<file path="src/rtl/core/prqs_pkg.sv">
// ----------------------------------------------------------------------------
// prqs_pkg
// shared types and constants of the priority run queue scheduler
// ----------------------------------------------------------------------------
package prqs_pkg;

  localparam int unsigned NUM_TASKS  = 64;
  localparam int unsigned NUM_LEVELS = 16;
  localparam int unsigned MAX_CPUS   = 8;
  localparam int unsigned SLOT_W     = 6;
  localparam int unsigned LVL_W      = 4;
  localparam int unsigned CNT_W      = 7;
  localparam int unsigned CPU_W      = 4;
  localparam logic [CPU_W-1:0] CPU_NONE = 4'd8;

  typedef enum logic [1:0] {
    OP_ENQ   = 2'd0,
    OP_DEQ   = 2'd1,
    OP_WIRE  = 2'd2,
    OP_CHECK = 2'd3
  } op_e;

  typedef enum logic [1:0] {
    ST_DONE = 2'd0,
    ST_DUP  = 2'd1,
    ST_NONE = 2'd2
  } status_e;

  typedef enum logic [3:0] {
    S_IDLE,
    S_EDATA,
    S_ETAIL,
    S_EWR,
    S_WDATA,
    S_LSCAN,
    S_LDATA,
    S_TCHK,
    S_DUNL,
    S_DFIN,
    S_DONE
  } state_e;

  typedef struct packed {
    logic [SLOT_W-1:0] next;
    logic [CPU_W-1:0]  last;
    logic [CPU_W-1:0]  wired;
    logic              queued;
  } task_ent_t;

  typedef struct packed {
    logic [SLOT_W-1:0] head;
    logic [SLOT_W-1:0] tail;
    logic [CNT_W-1:0]  count;
  } lvl_ent_t;

endpackage

</file>
<file path="src/rtl/core/prqs_ram.sv">
// ----------------------------------------------------------------------------
// prqs_ram
// generic single write port ram with registered read
// ----------------------------------------------------------------------------
module prqs_ram #(
  parameter int unsigned WIDTH = 8,
  parameter int unsigned DEPTH = 16
) (
  input  logic                     clk_i,
  input  logic                     we_i,
  input  logic [$clog2(DEPTH)-1:0] waddr_i,
  input  logic [WIDTH-1:0]         wdata_i,
  input  logic [$clog2(DEPTH)-1:0] raddr_i,
  output logic [WIDTH-1:0]         rdata_o
);

  logic [WIDTH-1:0] mem_q [DEPTH];
  logic [WIDTH-1:0] rdata_q;

  always_ff @(posedge clk_i) begin
    if (we_i) begin
      mem_q[waddr_i] <= wdata_i;
    end
    rdata_q <= mem_q[raddr_i];
  end

  assign rdata_o = rdata_q;

endmodule

</file>
<file path="src/rtl/core/priority_run_queue_scheduler_unit.sv">
// ----------------------------------------------------------------------------
// priority_run_queue_scheduler_unit
// multilevel priority run queue with linked-list task storage
// ----------------------------------------------------------------------------
// channel  dir  handshake                 payload
// s_axis   in   s_axis_tvalid/tready      tuser operation, tdata slot..tick
// m_axis   out  m_axis_tvalid/tready      tuser status, tdata slot..total
// cfg      in   cfg_valid_i/cfg_ready_o   cfg_data_i num_cpus
//
// one item at a time; enqueue stops with a duplicate status if the task is queued, else links
// behind the old tail of an occupied level and writes; dequeue scans levels upward, inspects
// tasks of occupied levels over up to two passes, then unlinks and reports, else reports none
// state sits in a task ram and a level ram, one read per cycle each
// reset clears valid bits at once, no clearing pass
// a finished result waits in the output register while the next beat enters
module priority_run_queue_scheduler_unit (
  input  logic        clk_i,
  input  logic        rst_ni,
  input  logic        s_axis_tvalid,
  output logic        s_axis_tready,
  input  logic [15:0] s_axis_tdata,  // task_slot, level, cpu_id, tick, zero pad
  input  logic [1:0]  s_axis_tuser,  // operation
  output logic        m_axis_tvalid,
  input  logic        m_axis_tready,
  output logic [23:0] m_axis_tdata,  // picked_slot, picked_level, preempt,
                                     // ready_total, zero pad
  output logic [1:0]  m_axis_tuser,  // status
  input  logic        cfg_valid_i,
  output logic        cfg_ready_o,
  input  logic [3:0]  cfg_data_i
);

  localparam int unsigned SW = prqs_pkg::SLOT_W;
  localparam int unsigned LW = prqs_pkg::LVL_W;
  localparam int unsigned CW = prqs_pkg::CNT_W;
  localparam int unsigned PW = prqs_pkg::CPU_W;
  localparam int unsigned TEW = $bits(prqs_pkg::task_ent_t);
  localparam int unsigned LEW = $bits(prqs_pkg::lvl_ent_t);

  function automatic logic [2:0] cpu_mod(input logic [2:0] c, input logic [3:0] n);
    logic [3:0] r;
    r = {1'b0, c};
    for (int i = 0; i < 8; i++) begin
      if (r >= n) begin
        r = r - n;
      end
    end
    return r[2:0];
  endfunction

  prqs_pkg::state_e state_q, state_d;

  logic [3:0]    ncpu_q;

  logic [1:0]    op_q;
  logic [SW-1:0] slot_q, slot_d;
  logic [LW-1:0] lv_q, lv_d;
  logic [2:0]    cpu_q;
  logic          pass_q, pass_d;
  logic [SW-1:0] cur_q, cur_d, prev_q, prev_d;
  logic [CW-1:0] k_q, k_d;
  logic [15:0]   occ_q, occ_d;
  logic [CW-1:0] rcnt_q, rcnt_d;
  prqs_pkg::task_ent_t ent_q, ent_d, pent_q, pent_d;
  prqs_pkg::lvl_ent_t  lvl_q, lvl_d;
  logic [1:0]    status_q, status_d;
  logic [SW-1:0] pslot_q, pslot_d;
  logic [LW-1:0] plvl_q, plvl_d;
  logic          pre_q, pre_d;

  logic          ovalid_q;
  logic [1:0]    ostat_q;
  logic [SW-1:0] oslot_q;
  logic [LW-1:0] olvl_q;
  logic          opre_q;
  logic [CW-1:0] otot_q;

  logic [prqs_pkg::NUM_TASKS-1:0]  tvb_q;
  logic [prqs_pkg::NUM_LEVELS-1:0] lvb_q;
  logic          tvld_q, lvld_q;

  logic          t_we;
  logic [SW-1:0] t_waddr, t_raddr;
  prqs_pkg::task_ent_t t_wdata, t_rraw, t_rd;
  logic          l_we;
  logic [LW-1:0] l_waddr, l_raddr;
  prqs_pkg::lvl_ent_t  l_wdata, l_rraw, l_rd;

  logic s_acc, out_free, eligible, walk_last, scan_end;
  logic [SW-1:0] in_slot;
  logic [LW-1:0] in_lv;
  logic [2:0]    in_cpu, wcpu;

  assign s_axis_tready = (state_q == prqs_pkg::S_IDLE);
  assign s_acc    = s_axis_tvalid && s_axis_tready;
  assign in_slot  = s_axis_tdata[5:0];
  assign in_lv    = s_axis_tdata[9:6];
  assign in_cpu   = s_axis_tdata[12:10];
  assign out_free = !ovalid_q || m_axis_tready;
  assign cfg_ready_o = 1'b1;

  prqs_ram #(.WIDTH(TEW), .DEPTH(prqs_pkg::NUM_TASKS)) u_task_ram (
    .clk_i   (clk_i),
    .we_i    (t_we),
    .waddr_i (t_waddr),
    .wdata_i (t_wdata),
    .raddr_i (t_raddr),
    .rdata_o (t_rraw)
  );

  prqs_ram #(.WIDTH(LEW), .DEPTH(prqs_pkg::NUM_LEVELS)) u_lvl_ram (
    .clk_i   (clk_i),
    .we_i    (l_we),
    .waddr_i (l_waddr),
    .wdata_i (l_wdata),
    .raddr_i (l_raddr),
    .rdata_o (l_rraw)
  );

  // task entries never written read as their reset value, level entries as a zero count
  always_comb begin
    t_rd = t_rraw;
    if (!tvld_q) begin
      t_rd = '{next: '0, last: prqs_pkg::CPU_NONE, wired: prqs_pkg::CPU_NONE,
               queued: 1'b0};
    end
    l_rd = l_rraw;
    if (!lvld_q) begin
      l_rd.count = '0;
    end
  end

  assign eligible = (t_rd.last == prqs_pkg::CPU_NONE) || (t_rd.last == {1'b0, cpu_q}) ||
                    (pass_q && (t_rd.wired == prqs_pkg::CPU_NONE));
  assign walk_last = ((k_q + 1'b1) == lvl_q.count);
  assign scan_end  = pass_q && (lv_q == LW'(prqs_pkg::NUM_LEVELS - 1));
  assign wcpu      = cpu_mod(cpu_q, (ncpu_q == 4'd0) ? 4'd1 :
                             (ncpu_q > 4'(prqs_pkg::MAX_CPUS)) ?
                             4'(prqs_pkg::MAX_CPUS) : ncpu_q);

  // next state
  always_comb begin
    state_d = state_q;
    case (state_q)
      prqs_pkg::S_IDLE: begin
        if (s_acc) begin
          case (prqs_pkg::op_e'(s_axis_tuser))
            prqs_pkg::OP_ENQ:  state_d = prqs_pkg::S_EDATA;
            prqs_pkg::OP_DEQ:  state_d = prqs_pkg::S_LSCAN;
            prqs_pkg::OP_WIRE: state_d = prqs_pkg::S_WDATA;
            default:           state_d = prqs_pkg::S_DONE;
          endcase
        end
      end
      prqs_pkg::S_EDATA: begin
        if (t_rd.queued) begin
          state_d = prqs_pkg::S_DONE;
        end else if (l_rd.count != '0) begin
          state_d = prqs_pkg::S_ETAIL;
        end else begin
          state_d = prqs_pkg::S_EWR;
        end
      end
      prqs_pkg::S_ETAIL: state_d = prqs_pkg::S_EWR;
      prqs_pkg::S_EWR:   state_d = prqs_pkg::S_DONE;
      prqs_pkg::S_WDATA: state_d = prqs_pkg::S_DONE;
      prqs_pkg::S_LSCAN: begin
        if (occ_q[lv_q]) begin
          state_d = prqs_pkg::S_LDATA;
        end else if (scan_end) begin
          state_d = prqs_pkg::S_DONE;
        end
      end
      prqs_pkg::S_LDATA: state_d = prqs_pkg::S_TCHK;
      prqs_pkg::S_TCHK: begin
        if (eligible) begin
          state_d = prqs_pkg::S_DUNL;
        end else if (walk_last) begin
          state_d = scan_end ? prqs_pkg::S_DONE : prqs_pkg::S_LSCAN;
        end
      end
      prqs_pkg::S_DUNL: state_d = prqs_pkg::S_DFIN;
      prqs_pkg::S_DFIN: state_d = prqs_pkg::S_DONE;
      prqs_pkg::S_DONE: begin
        if (out_free) begin
          state_d = prqs_pkg::S_IDLE;
        end
      end
      default: state_d = prqs_pkg::S_IDLE;
    endcase
  end

  // datapath and memory control
  always_comb begin
    slot_d = slot_q;  lv_d = lv_q;  pass_d = pass_q;
    cur_d = cur_q;  prev_d = prev_q;  k_d = k_q;
    occ_d = occ_q;  rcnt_d = rcnt_q;
    ent_d = ent_q;  pent_d = pent_q;  lvl_d = lvl_q;
    status_d = status_q;  pslot_d = pslot_q;  plvl_d = plvl_q;  pre_d = pre_q;
    t_we = 1'b0;  t_waddr = slot_q;  t_wdata = ent_q;  t_raddr = slot_q;
    l_we = 1'b0;  l_waddr = lv_q;    l_wdata = lvl_q;  l_raddr = lv_q;
    case (state_q)
      prqs_pkg::S_IDLE: begin
        t_raddr = in_slot;
        l_raddr = in_lv;
        slot_d = in_slot;
        lv_d = (s_axis_tuser == prqs_pkg::OP_DEQ) ? '0 : in_lv;
        pass_d = 1'b0;
        status_d = prqs_pkg::ST_DONE;
        pslot_d = '0;  plvl_d = '0;
        pre_d = ((occ_q & ((16'd1 << in_lv) - 16'd1)) != '0) ||
                (s_axis_tdata[13] && occ_q[in_lv]);
      end
      prqs_pkg::S_EDATA: begin
        ent_d = t_rd;
        lvl_d = l_rd;
        t_raddr = l_rd.tail;
        if (t_rd.queued) begin
          status_d = prqs_pkg::ST_DUP;
        end
      end
      prqs_pkg::S_ETAIL: begin
        t_we = 1'b1;
        t_waddr = lvl_q.tail;
        t_wdata = t_rd;
        t_wdata.next = slot_q;
      end
      prqs_pkg::S_EWR: begin
        t_we = 1'b1;
        t_wdata = ent_q;
        t_wdata.next = '0;
        t_wdata.queued = 1'b1;
        l_we = 1'b1;
        l_wdata.head = (lvl_q.count == '0) ? slot_q : lvl_q.head;
        l_wdata.tail = slot_q;
        l_wdata.count = lvl_q.count + 1'b1;
        rcnt_d = rcnt_q + 1'b1;
        occ_d[lv_q] = 1'b1;
      end
      prqs_pkg::S_WDATA: begin
        t_we = 1'b1;
        t_wdata = t_rd;
        t_wdata.wired = {1'b0, wcpu};
        t_wdata.last = {1'b0, wcpu};
      end
      prqs_pkg::S_LSCAN: begin
        if (!occ_q[lv_q]) begin
          if (scan_end) begin
            status_d = prqs_pkg::ST_NONE;
          end else if (lv_q == LW'(prqs_pkg::NUM_LEVELS - 1)) begin
            pass_d = 1'b1;
            lv_d = '0;
          end else begin
            lv_d = lv_q + 1'b1;
          end
        end
      end
      prqs_pkg::S_LDATA: begin
        lvl_d = l_rd;
        cur_d = l_rd.head;
        k_d = '0;
        t_raddr = l_rd.head;
      end
      prqs_pkg::S_TCHK: begin
        t_raddr = t_rd.next;
        if (eligible) begin
          ent_d = t_rd;
        end else if (walk_last) begin
          if (scan_end) begin
            status_d = prqs_pkg::ST_NONE;
          end else if (lv_q == LW'(prqs_pkg::NUM_LEVELS - 1)) begin
            pass_d = 1'b1;
            lv_d = '0;
          end else begin
            lv_d = lv_q + 1'b1;
          end
        end else begin
          prev_d = cur_q;
          pent_d = t_rd;
          cur_d = t_rd.next;
          k_d = k_q + 1'b1;
        end
      end
      prqs_pkg::S_DUNL: begin
        t_we = (k_q != '0);
        t_waddr = prev_q;
        t_wdata = pent_q;
        t_wdata.next = ent_q.next;
        l_we = 1'b1;
        l_wdata.head = (k_q != '0) ? lvl_q.head : ent_q.next;
        l_wdata.tail = (lvl_q.tail == cur_q) ? prev_q : lvl_q.tail;
        l_wdata.count = lvl_q.count - 1'b1;
        if (lvl_q.count == CW'(1)) begin
          occ_d[lv_q] = 1'b0;
        end
        rcnt_d = rcnt_q - 1'b1;
      end
      prqs_pkg::S_DFIN: begin
        t_we = 1'b1;
        t_waddr = cur_q;
        t_wdata = ent_q;
        t_wdata.queued = 1'b0;
        t_wdata.last = {1'b0, cpu_q};
        pslot_d = cur_q;
        plvl_d = lv_q;
      end
      default: ;
    endcase
  end

  always_ff @(posedge clk_i or negedge rst_ni) begin
    if (!rst_ni) begin
      state_q  <= prqs_pkg::S_IDLE;
      ncpu_q   <= 4'd1;
      occ_q    <= '0;
      rcnt_q   <= '0;
      tvb_q    <= '0;
      lvb_q    <= '0;
      ovalid_q <= 1'b0;
    end else begin
      state_q <= state_d;
      occ_q   <= occ_d;
      rcnt_q  <= rcnt_d;
      if (cfg_valid_i) begin
        ncpu_q <= cfg_data_i;
      end
      if (t_we) begin
        tvb_q[t_waddr] <= 1'b1;
      end
      if (l_we) begin
        lvb_q[l_waddr] <= 1'b1;
      end
      if (state_q == prqs_pkg::S_DONE && out_free) begin
        ovalid_q <= 1'b1;
      end else if (m_axis_tready) begin
        ovalid_q <= 1'b0;
      end
    end
  end

  always_ff @(posedge clk_i) begin
    slot_q <= slot_d;  lv_q <= lv_d;  pass_q <= pass_d;
    cur_q <= cur_d;  prev_q <= prev_d;  k_q <= k_d;
    ent_q <= ent_d;  pent_q <= pent_d;  lvl_q <= lvl_d;
    status_q <= status_d;  pslot_q <= pslot_d;  plvl_q <= plvl_d;  pre_q <= pre_d;
    tvld_q <= tvb_q[t_raddr];
    lvld_q <= lvb_q[l_raddr];
    if (s_acc) begin
      op_q   <= s_axis_tuser;
      cpu_q  <= in_cpu;
    end
    if (state_q == prqs_pkg::S_DONE && out_free) begin
      ostat_q <= status_q;
      oslot_q <= pslot_q;
      olvl_q  <= plvl_q;
      opre_q  <= (op_q == prqs_pkg::OP_CHECK) ? pre_q : 1'b0;
      otot_q  <= rcnt_q;
    end
  end

  assign m_axis_tvalid = ovalid_q;
  assign m_axis_tuser  = ostat_q;
  assign m_axis_tdata  = {6'd0, otot_q, opre_q, olvl_q, oslot_q};

  assert property (@(posedge clk_i) disable iff (!rst_ni)
    rcnt_q <= CW'(prqs_pkg::NUM_TASKS))
    else $error("ready count above task count");

  assert property (@(posedge clk_i) disable iff (!rst_ni)
    (occ_q == '0) == (rcnt_q == '0))
    else $error("occupancy map disagrees with ready count");

  assert property (@(posedge clk_i) disable iff (!rst_ni)
    s_acc |=> !s_axis_tready)
    else $error("second beat taken while busy");

  assert property (@(posedge clk_i) disable iff (!rst_ni)
    (m_axis_tvalid && m_axis_tuser == prqs_pkg::ST_NONE) |->
    (m_axis_tdata[9:0] == '0))
    else $error("picked fields set on empty dequeue");

endmodule
</file>
<file path="config.mk">
export PLATFORM = sky130hd
export DESIGN_NAME = priority_run_queue_scheduler_unit
export DESIGN_NICKNAME = d
export VERILOG_FILES = /design/src/rtl/core/prqs_pkg.sv /design/src/rtl/core/prqs_ram.sv /design/src/rtl/core/priority_run_queue_scheduler_unit.sv
export SDC_FILE = /design/constraint.sdc
export NUM_CORES = 2
export LEC_CHECK = 0
export ABC_AREA = 1
export BUFFER_PORTS_ARGS = -buffer_cell sky130_fd_sc_hd__clkbuf_2
export CELL_PAD_IN_SITES_DETAIL_PLACEMENT = 2
export CELL_PAD_IN_SITES_GLOBAL_PLACEMENT = 2
export CORE_UTILIZATION = 45
export DETAILED_ROUTE_END_ITERATION = 7
export PLACE_DENSITY = 0.93
export REMOVE_ABC_BUFFERS = 1
export SLEW_MARGIN = 20
export SYNTH_ARGS = -nofsm -noshare
export SYNTH_HDL_FRONTEND = slang
export SYNTH_SLANG_ARGS = --single-unit
</file>
<file path="constraint.sdc">
create_clock -name clk_i -period 19.6 [get_ports clk_i]
set_input_delay 3.92 -clock clk_i [delete_from_list [all_inputs] [get_ports clk_i]]
set_output_delay 3.92 -clock clk_i [all_outputs]
set_load 0.02 [all_outputs]
</file>
==> flow_metrics.env <==
export IMPL_status="finished, final reports clean"
export IMPL_worstPathRequired_ns=20.10
export IMPL_die_y_um=385
export IMPL_hold_viol_final=0
export IMPL_die_area_sq_mm=0.148
export IMPL_clock_tree_root_cell="clkbuf_16"
export IMPL_dp_hpwl_um=163000
export IMPL_synth_top_cell_area_share=0.625
export IMPL_synth_async_reset_ratio=0.0735
export IMPL_track_usage=0.422
export IMPL_syn_area_per_cell_sq_um=10.9
export IMPL_dr_pass1_iters=6
export IMPL_place_gp_congestion=0.856
export IMPL_portBuffers=46
export IMPL_synth_most_common_cell="nand2_1"
export IMPL_viasPerCell=7.12
export IMPL_start_util=0.454
export IMPL_drive_above_1_share=0.0893
export IMPL_slowest_stage="a21oi_1"
export IMPL_arrival_ns=18.87
export IMPL_slew_violations=0
export IMPL_clk_latency_ns=0.91
export IMPL_synth_area_sq_mm=0.0660
export IMPL_clock_path_buffers=3
export IMPL_grt_start_max_net_pins=186
export IMPL_yosys_area_top_type="edfxtp_1"
export IMPL_antenna_found_initial=14
export IMPL_clkTransAtPathRegs_ns=0.07
export IMPL_synth_ff_type="edfxtp_1"
export IMPL_crit_path_end_kind="flop"
export IMPL_crit_path_frequent_cell="nand2_1"
export IMPL_die_w_um=385
export IMPL_yosys_warnings=0
export IMPL_final_setup_viol_count=0
export IMPL_fin_crit_ns=18.37
export IMPL_first_iter_violations=10200
export IMPL_area_growth_pct=12.1
export IMPL_grt_pass1_wl_um=447000
export IMPL_htreeDepth=4
export IMPL_ys_types=55
export IMPL_clock_sinks=1523
export IMPL_rsz0062_at_grt="false"
export IMPL_ys_seq_area_frac=0.679
export IMPL_grt_pass1_vias=58600
export IMPL_hp_class="reg2reg"
export IMPL_whs_path_depth=0
export IMPL_core_area_sq_mm=0.146
export IMPL_crit_path_start_kind="flop"
export IMPL_ios=56
export IMPL_routed_wl_um=356000
export IMPL_post_cts_buffers=0
export IMPL_grt_overflow=0
export IMPL_syn_inst=6059
export IMPL_path_class="reg2reg"
export IMPL_setup_slack_ns=1.23
export IMPL_synth_common_cells="1407 x nand2_1, 1375 x edfxtp_1, 753 x nand3_1"
export IMPL_skew_ns=0.0756
export IMPL_fin_tns_setup_ns=0
export IMPL_cts_resized_gates=0
export IMPL_wire_per_inst_um=43.7
export IMPL_hold_buffers=0
export IMPL_fmax_ghz=0.0545
export IMPL_vias=58000
export IMPL_dpl_worst_slack_ns=5.27
export IMPL_post_route_drc_count=0
export IMPL_row_count=140
export IMPL_slowest_delay_ns=0.81
export IMPL_ant_nets=0
export IMPL_nets=6175
export IMPL_synthTopCellsByArea="edfxtp_1 63%, nand2_1 8.0%, nand3_1 5.7%, dfrtp_1 4.2%, inv_1 4.0%"
export IMPL_synth_edff_count=1375
export IMPL_cts_buffers_inserted=165
export IMPL_synth_seq_cells=1523
export IMPL_critPathMaxFanout=64
export IMPL_max_slew_margin=0.0982
export IMPL_worst_slew_pin_slew_ns=1.35
export IMPL_reg2reg_depth=66
export IMPL_maxCapViolCount=0
export IMPL_timing_final_crit_share=0.937
export IMPL_tritoncts="built"
-- final cells by class --
type,instances,area [sq um]
clock inverters,84,841
inverters,709,2670
clock buffers,217,4410
fillers,14200,71500
flip-flops and latches,1523,44800
diodes,6,15.0
well taps,1917,2400
multi-input cells,3500,17500
repair buffers,191,1420
-- sequential cells by signal, summed over array words and instances, names as in the netlist, 9 cells and up, named ones only --
signal	count
u_lvl_ram.mem_q	304
u_lvl_ram.rdata_o	19
lvl_q	19
tvb_q	64
u_task_ram.rdata_o	15
ent_q	15
pent_q	9
lvb_q	16
u_task_ram.mem_q	960
-- through the flow --
stage | cell area, sq um | instances | hold WS [ns] | util
3_3_place_gp | 68600 | 7830 | 0.404 | 0.471
4_1_cts | 73900 | 8134 | 0.411 | 0.508
3_5_place_dp | 68600 | 7833 | 0.406 | 0.472
6_report | 74000 | 8147 | 0.407 | 0.509
5_1_grt | 74000 | 8142 | 0.416 | 0.509
2_1_floorplan | 64600 | 5732 | 0.400 | -
-- layer usage --
layer	vias up	track usage	wire, um
li1	20900	-	-
met5	-	0	41
met4	8	0.308	37800
met2	5946	0.687	161000
met3	2195	0.0895	40400
met1	29000	0.496	116000
-- placed cells by master (no fill, tap or decap), types with 10 or more instances in the layout --
| cell type | n |
|---|---|
| clkbuf_2 | 45 |
| a31oi_1 | 19 |
| clkinv_2 | 29 |
| nor2_1 | 343 |
| buf_4 | 136 |
| dfxtp_1 | 36 |
| edfxtp_1 | 1375 |
| inv_1 | 690 |
| xnor2_1 | 11 |
| nor2_4 | 10 |
| clkinv_1 | 36 |
| clkbuf_16 | 165 |
| o21ai_0 | 282 |
| clkbuf_1 | 43 |
| a21oi_1 | 68 |
| o211ai_1 | 202 |
| o22ai_1 | 27 |
| a211oi_1 | 10 |
| dfrtp_1 | 111 |
| nand3b_1 | 19 |
| nand3_1 | 753 |
| nor3_1 | 10 |
| nand4_1 | 13 |
| ha_1 | 49 |
| o221ai_1 | 62 |
| o21ai_1 | 18 |
| xor2_1 | 18 |
| inv_2 | 13 |
| or2_2 | 77 |
| nand2_1 | 1406 |
-- kinds of logic after synthesis --
kind of cell / count (synthesis) / synth area share
and+or+nand+nor: 2659 / 0.171
DFF: 1523 / 0.679
buffers and inverters: 1041 / 0.0626
AOI/OAI and AO/OA: 745 / 0.0712
adders and majority gates: 58 / 0.0120
xor gates and xnor gates: 30 / 0.00398
other: 2 / 0.000114
muxes: 1 / 0.000152
-- path summary, 6_finish.rpt --
kind	startpoint	slack [ns]	endpoint
worst max-delay path	ncpu_q[3]$_DFFE_PN0P_	1.23	u_task_ram.mem_q[5][6]$_DFFE_PP_
worst min-delay path	plvl_q[0]$_SDFFCE_PP0P_	0.41	olvl_q[0]$_DFFE_PP_
worst max register to register	ncpu_q[3]$_DFFE_PN0P_	1.23	u_task_ram.mem_q[5][6]$_DFFE_PP_
worst min register to register	plvl_q[0]$_SDFFCE_PP0P_	0.41	olvl_q[0]$_DFFE_PP_
max in group asynchronous	rst_ni	14.94	tvb_q[53]$_DFFE_PN0P_
min in group asynchronous	rst_ni	3.11	rcnt_q[4]$_DFFE_PN0N_
-- critical path: cells and delay by family, from the launching register on --
| family | cells | cell delay [ns] |
|---|---|---|
| and+or+nand+nor | 31 | 5.87 |
| adders and majority gates | 14 | 4.75 |
| AOI/OAI and AO/OA | 11 | 3.84 |
| buffers and inverters | 10 | 2.79 |
| DFF | 1 | 0.52 |
Power is not shown: default switching activity piles up to over one toggle a cycle in this logic, so the estimate is an artifact.
